===== src/design/mmss_pkg.sv =====
// ----------------------------------------------------------------------------
// mmss_pkg
// Shared sizes, command codes and controller/datapath interface types for the
// middle snake search block.
// ----------------------------------------------------------------------------
package mmss_pkg;

    // store geometry
    localparam int MAX_LEN    = 256;
    localparam int TOKEN_BITS = 16;
    localparam int ADDR_W     = $clog2(MAX_LEN);
    localparam int CNT_W      = ADDR_W + 1;

    // diagonal vector geometry, addressed by diagonal relative to the center
    localparam int REACH_DEPTH = 1024;
    localparam int REACH_AW    = $clog2(REACH_DEPTH);
    localparam int COORD_W     = 12;

    typedef logic signed [COORD_W-1:0] coord_t;

    // input command codes
    localparam logic [1:0] CMD_CLEAR  = 2'd0;
    localparam logic [1:0] CMD_APPEND1 = 2'd1;
    localparam logic [1:0] CMD_APPEND2 = 2'd2;
    localparam logic [1:0] CMD_RUN    = 2'd3;

    // datapath operations
    localparam logic [3:0] OP_NONE     = 4'd0;
    localparam logic [3:0] OP_INVALID  = 4'd1;
    localparam logic [3:0] OP_INIT     = 4'd2;
    localparam logic [3:0] OP_RD       = 4'd3;
    localparam logic [3:0] OP_SEL      = 4'd4;
    localparam logic [3:0] OP_TRD      = 4'd5;
    localparam logic [3:0] OP_STEP     = 4'd6;
    localparam logic [3:0] OP_WR       = 4'd7;
    localparam logic [3:0] OP_PASS_BWD = 4'd8;
    localparam logic [3:0] OP_NEXT_DD  = 4'd9;
    localparam logic [3:0] OP_FAIL     = 4'd10;

    typedef struct packed {
        logic       accept;
        logic [3:0] op;
    } dp_cmd_t;

    typedef struct packed {
        logic invalid;
        logic in_range;
        logic tok_eq;
        logic hit;
        logic last_diag;
        logic last_dd;
        logic fwd;
        logic out_busy;
    } dp_status_t;

endpackage


===== src/design/mmss_ctrl.sv =====
// ----------------------------------------------------------------------------
// mmss_ctrl
// Sequencer for the search: walks diagonals of each forward and reverse pass
// and steps the snake follower one token compare at a time.
// ----------------------------------------------------------------------------
module mmss_ctrl
(
    input  logic                 clk,
    input  logic                 rst_n,
    input  logic                 in_valid,
    input  logic [1:0]           cmd,
    output logic                 in_ready,
    input  mmss_pkg::dp_status_t st,
    output mmss_pkg::dp_cmd_t    dcmd
);

    localparam logic [2:0] S_IDLE  = 3'd0;
    localparam logic [2:0] S_CHECK = 3'd1;
    localparam logic [2:0] S_RD    = 3'd2;
    localparam logic [2:0] S_SEL   = 3'd3;
    localparam logic [2:0] S_TRD   = 3'd4;
    localparam logic [2:0] S_TCMP  = 3'd5;
    localparam logic [2:0] S_WR    = 3'd6;
    localparam logic [2:0] S_PEND  = 3'd7;

    logic [2:0] state_reg;
    logic [2:0] state_next;

    assign in_ready = (state_reg == S_IDLE);

    // next state and datapath operation
    always_comb
    begin
        state_next  = state_reg;
        dcmd.accept = in_valid && in_ready;
        dcmd.op     = mmss_pkg::OP_NONE;
        unique case (state_reg)
            S_IDLE:
            begin
                if (in_valid && cmd == mmss_pkg::CMD_RUN)
                    state_next = S_CHECK;
            end
            S_CHECK:
            begin
                if (!st.out_busy)
                begin
                    if (st.invalid)
                    begin
                        dcmd.op    = mmss_pkg::OP_INVALID;
                        state_next = S_IDLE;
                    end
                    else
                    begin
                        dcmd.op    = mmss_pkg::OP_INIT;
                        state_next = S_RD;
                    end
                end
            end
            S_RD:
            begin
                dcmd.op    = mmss_pkg::OP_RD;
                state_next = S_SEL;
            end
            S_SEL:
            begin
                dcmd.op    = mmss_pkg::OP_SEL;
                state_next = S_TRD;
            end
            S_TRD:
            begin
                if (st.in_range)
                begin
                    dcmd.op    = mmss_pkg::OP_TRD;
                    state_next = S_TCMP;
                end
                else
                    state_next = S_WR;
            end
            S_TCMP:
            begin
                if (st.tok_eq)
                begin
                    dcmd.op    = mmss_pkg::OP_STEP;
                    state_next = S_TRD;
                end
                else
                    state_next = S_WR;
            end
            S_WR:
            begin
                dcmd.op = mmss_pkg::OP_WR;
                if (st.hit)
                    state_next = S_IDLE;
                else if (st.last_diag)
                    state_next = S_PEND;
                else
                    state_next = S_RD;
            end
            S_PEND:
            begin
                if (st.fwd)
                begin
                    dcmd.op    = mmss_pkg::OP_PASS_BWD;
                    state_next = S_RD;
                end
                else if (st.last_dd)
                begin
                    dcmd.op    = mmss_pkg::OP_FAIL;
                    state_next = S_IDLE;
                end
                else
                begin
                    dcmd.op    = mmss_pkg::OP_NEXT_DD;
                    state_next = S_RD;
                end
            end
            default:
                state_next = S_IDLE;
        endcase
    end

    // state register
    always_ff @(posedge clk or negedge rst_n)
    begin
        if (!rst_n)
            state_reg <= S_IDLE;
        else
            state_reg <= state_next;
    end

endmodule


===== config.mk =====
export PLATFORM = sky130hd
export DESIGN_NAME = mmss_ctrl
export DESIGN_NICKNAME = d
export VERILOG_FILES = /design/src/design/mmss_pkg.sv /design/src/design/mmss_ctrl.sv
export SDC_FILE = /design/constraint.sdc
export NUM_CORES = 1
export LEC_CHECK = 0
export ABC_CLOCK_PERIOD_IN_PS = 1600
export BUFFER_PORTS_ARGS = -buffer_cell sky130_fd_sc_hd__buf_2
export CAP_MARGIN = 25
export CELL_PAD_IN_SITES_DETAIL_PLACEMENT = 0
export CELL_PAD_IN_SITES_GLOBAL_PLACEMENT = 2
export CORE_MARGIN = 4
export CORE_UTILIZATION = 20
export DETAILED_ROUTE_END_ITERATION = 10
export PLACE_DENSITY = 0.68
export REMOVE_ABC_BUFFERS = 1
export SLEW_MARGIN = 40
export SYNTH_ARGS = -nofsm -noshare
export SYNTH_HDL_FRONTEND = slang
export SYNTH_SLANG_ARGS = --single-unit

===== constraint.sdc =====
create_clock -name clk -period 1.6 [get_ports clk]
set_input_delay 0.4 -clock clk [delete_from_list [all_inputs] [get_ports clk]]
set_output_delay 0.4 -clock clk [all_outputs]
set_load 0.02 [all_outputs]

# After elaboration in Yosys (flattened, before gate mapping)
# Index checks and enable logic that the tools add are counted.
[totals]
n_memories = 0
word_cells = 32
input_bits = 13
romBits = 0
register_bits = 3
latch_bits = 0
output_inout_bits = 6
ramBits = 0
[classes]
div_mod_pow = 0
multipliers = 0
n_shift = 0
n_addsub = 0
n_lt_le_gt_ge = 0
n_bitwise = 0
reduce_logical = 4
n_eq_ne = 10
muxes = 17
[op_table]
columns = ["op", "n"]
rows = [
  ["case mux 4 bit (7 select lines)", 1],
  ["case mux 3 bit (8 select lines)", 1],
  ["two-way mux 2 bit", 9],
  ["two-way mux 3 bit", 6],
  ["equality test 3 bit (second input constant)", 4],
  ["equality test 3 x 2 -> 1 bit (second input constant)", 2],
  ["equality test 3 x 1 -> 1 bit (second input constant)", 1],
  ["zero test 3 bit", 1],
  ["equality test 2 bit (second input constant)", 1],
  ["logical AND 1 bit", 2],
  ["!= test 2 x 1 -> 1 bit (second input constant)", 1],
  ["!= test 2 bit (second input constant)", 1],
  ["AND reduction 2 bit", 1],
]

# Depth between registers and ports, before layout
[depth]
word_depth = 4
ltp_mapped = 4
mapped_depth_nobuf = 4

# Worst setup path before layout
# No wires, ideal clock.
[synth_timing]
path_type = "register to output"
from = "register state_reg[1]"
to = "output dcmd[4] in the netlist's numbering"
arrival_time_ns = 1.399
required_time_ns = 1.200
stages_incl_launch_ff = 4
path_buffers = 1
setup_slack_ns = -0.199
cell_sequence = "dfrtp_1 buf_4 nor3_1 and2_1"
[synth_lines]
columns = ["element", "line", "text"]
rows = [
  ["from (decl)", "mmss_ctrl.sv:26", "logic [2:0] state_reg;"],
  ["from (signal assigned)", "mmss_ctrl.sv:128", "state_reg <= state_next;"],
  ["to (decl)", "mmss_ctrl.sv:14", "output mmss_pkg::dp_cmd_t dcmd"],
]

==> reports/metrics.cfg <==
[global_routing]
initial_antenna_violation_count=0
largest_net_degree_at_the_start_of_global_routing=7
grt_pass1_vias=420
globalRouteTotalUtil=0.09819
global_route_wire_length_before_repair_um=1883
grt-ovfl-total=0

[power_and_ir_drop]
static-leakage-power_nw=0.2741
clkPwrFrac=0.114
power_switching_mw=0.5247
comb_power_share=0.728
power_density_mw_per_mm2=2026
switching_share=0.4431
irDropWorstVdd_mv=0.8158
intPower_mw=0.6594
seqPwrFrac=0.157

[sta]
tns_ns=-0.5061
finClkSkew_ns=0.006908
final-hold-violation-count=0
post-route-period-util=1.098
timing.max_slew.rel_slack=0.8202
rsz0062_at_grt=true
setup_viol=5
tightest_slew_ns=0.2679
count_of_final_max_slew_check_failures=0
layout_min_cycle_time_ns=1.756
worst_slack_ns=-0.1560
fmax_mhz=569.5

[synth]
netlist_top_cells_area=dfrtp_1 (22%), buf_6 (6.7%), nor2b_1 (5.6%)
ys_ff_latch=3
post_synth_inst_count=43
fraction_of_the_yosys_area_taken_by_sequential_cells=0.2230
synthesis.yosys.warnings=0
synth_area_per_cell_um2=7.827
netlist.top_cell.by_area=dfrtp_1
post_synth_num_cell_types=26
synth_area_um2=336.6
post-synth-top-area-fraction=0.2230

[route]
route.detailed.drc=0
wl_per_cell_um=12.45
postRouteWirelength_um=1133
dr.pass1.iters=4
ant_nets=0
met1_wire_length_um=525
wl_met3_um=116
vias=458
met2_wirelength_um=491
first_iter_violations=10
topRoutingLayerUsed=met3
vias_per_cell=5.033

[die]
floorplan.core_area_mm2=0.001541
rows=14
fp.dieH_um=49.02
num_io_pins=19
dieArea_mm2=0.002403
floorplan.die.width_um=49.02
effective_utilization_at_floorplan=0.2183

[cts]
clkSinkCount=3
tritoncts=yes
clock_tree.buffer_depth=2
htree_num_levels=1
insertion_delay_ns=0.24
worst_setup_hold_path_clk_slew_ns=0.04
cts_inserted_buffers=3
clk_root_buffer_cell=clkbuf_4

[placed_design]
buffer_ports.inserted=18
gp_congestion=0.8251
placed_cells=84
detailed_place_hpwl_um=911.2

[cells_and_area]
instances_no_fill=91
antenna_cells=0
largest_register_ffs=3
layout-drive-gt1-share=0.5600
final_core_utilization=0.3791
syn_to_final_growth_pct=73.61
num-fill-cells=175
nNetsFinal=89

[worst_setup_path]
critical-path-slowest-cell=dfrtp_2
worst_setup_path_start_kind=flip-flop
worst_setup_path_end_kind=output port
cpPeakStageDelay_ns=0.44
crit_type=flip-flop to output port
worst-path-max-fanout=5
crit_start=state_reg[2]
cp_cell_sequence=inv_2 -> o31a_1 -> nor2_1 -> a221o_2 -> buf_6
crit-reg2reg-launch=state_reg[2]
critical_path_required_ns=1.20
worst_r2r_path_depth=5
arrival_time_at_the_worst_endpoint_ns=1.36

[outcome]
failing_checks=setup timing
status=finished, violations left

[hold_path]
holdCritPathClass=input pin to async pin

[flow_run]
drv.max_cap_violation_count=0

-- placed cells by master, fill, tap and decap left out, types with 2 or more instances in the layout --
cell / netlist / final
o22ai_1: 2 / 2
nand2b_1: 2 / 2
a311oi_1: 2 / 2
nand3b_1: 2 / 2
a21oi_1: 3 / 2
buf_2: 0 / 13
buf_6: 2 / 3
o21ai_0: 3 / 3
buf_4: 1 / 14
dfrtp_2: 0 / 2
nor2_1: 3 / 3
a31oi_1: 2 / 2
nand2_1: 2 / 2
nor2b_1: 3 / 2
clkbuf_4: 0 / 3
-- cell usage after synthesis --
| cell type | count |
|---|---|
| nor2_1 | 3 |
| nand3_1 | 1 |
| buf_4 | 1 |
| dfrtp_1 | 3 |
| a221o_2 | 1 |
| a21oi_1 | 3 |
| nand2_1 | 2 |
| a21o_1 | 1 |
| nor3b_1 | 1 |
| mux2_2 | 1 |
| inv_1 | 1 |
| a31oi_1 | 2 |
| nand3b_1 | 2 |
| a211oi_1 | 1 |
| nor3_1 | 1 |
| o21ai_0 | 3 |
| and3_2 | 1 |
| inv_2 | 1 |
| nor2b_1 | 3 |
| xnor2_1 | 1 |
| o22ai_1 | 2 |
| a311oi_1 | 2 |
| o31a_1 | 1 |
| nand2b_1 | 2 |
| and2_1 | 1 |
| buf_6 | 2 |
-- final cells by class --
type | instances | area, um^2 | share of cell area
Timing Repair Buffer | 31 | 214.0 | 0.3662
Clock buffer | 4 | 26.28 | 0.04497
Tap cell | 16 | 20.02 | 0.03426
Multi-Input combinational cell | 35 | 239.0 | 0.4090
Inverter | 2 | 7.507 | 0.01285
Sequential cell | 3 | 77.57 | 0.1328
-- path summary, 6_finish.rpt --
check	endpoint	slack, ns
max reg2reg	state_reg[1]	0.33
max in group asynchronous	state_reg[2]	0.99
min reg2reg	state_reg[2]	0.66
max	dcmd[0]	-0.16
min in group clk	state_reg[0]	0.48
min	state_reg[0]	0.48
-- worst max-delay path: cells and delay by family, from the launching register on --
kind,cells,cell delay [ns]
buf+inv,2,0.21
simple gates,1,0.05
compound gates,2,0.42
flops,1,0.44
-- power by group through the flow --
stage	sequential, mW	clock (mW)	combinational (mW)
5_1_grt	0.193	0.147	0.940
4_1_cts	0.185	0.144	0.810
2_1_floorplan	0.208	0	0.379
3_5_place_dp	0.177	0	0.734
6_report	0.186	0.135	0.862
3_3_place_gp	0.180	0	0.743
-- what timing repair did --
| action | CTS | global route |
|---|---|---|
| pin swaps | 3 | 0 |
| setup buffers | 1 | 1 |
| resized for setup | 8 | 6 |
| setup endpoints to repair | 6 | 6 |
| endpoints found under the hold margin | 3 | 0 |
| hold buffers | 1 | 0 |
-- routing by layer --
| layer | vias up | global-route usage |
|---|---|---|
| met3 | 0 | 0.03670 |
| met4 | 0 | 0.06726 |
| met2 | 25 | 0.1217 |
| met5 | - | 0 |
| li1 | 224 | - |
| met1 | 209 | 0.1353 |
-- cell families (layout without fill, tap and decap cells) --
group | after synthesis | count (layout) | share of synthesized area
AO/OA/AOI/OAI | 16 | 16 | 0.3197
AND/OR/NAND/NOR | 17 | 17 | 0.2862
XOR/XNOR | 1 | 1 | 0.02603
multiplexers | 1 | 1 | 0.03345
buffers and inverters | 5 | 37 | 0.1115
flip-flops | 3 | 3 | 0.2230
-- through the flow --
step	cell area, um^2	setup WS, ns	hold slack [ns]	total power [mW]
6_report	584.3	-0.1560	0.4774	1.184
5_1_grt	584.3	-0.1920	0.4987	1.279
4_1_cts	555.5	-0.1695	0.4673	1.139
3_5_place_dp	491.7	-0.03653	0.1984	0.9116
3_3_place_gp	491.7	-0.05159	0.1947	0.9227
2_1_floorplan	306.5	-0.1790	0.1044	0.5875
No activity file was read; power rests on OpenSTA's default activity.
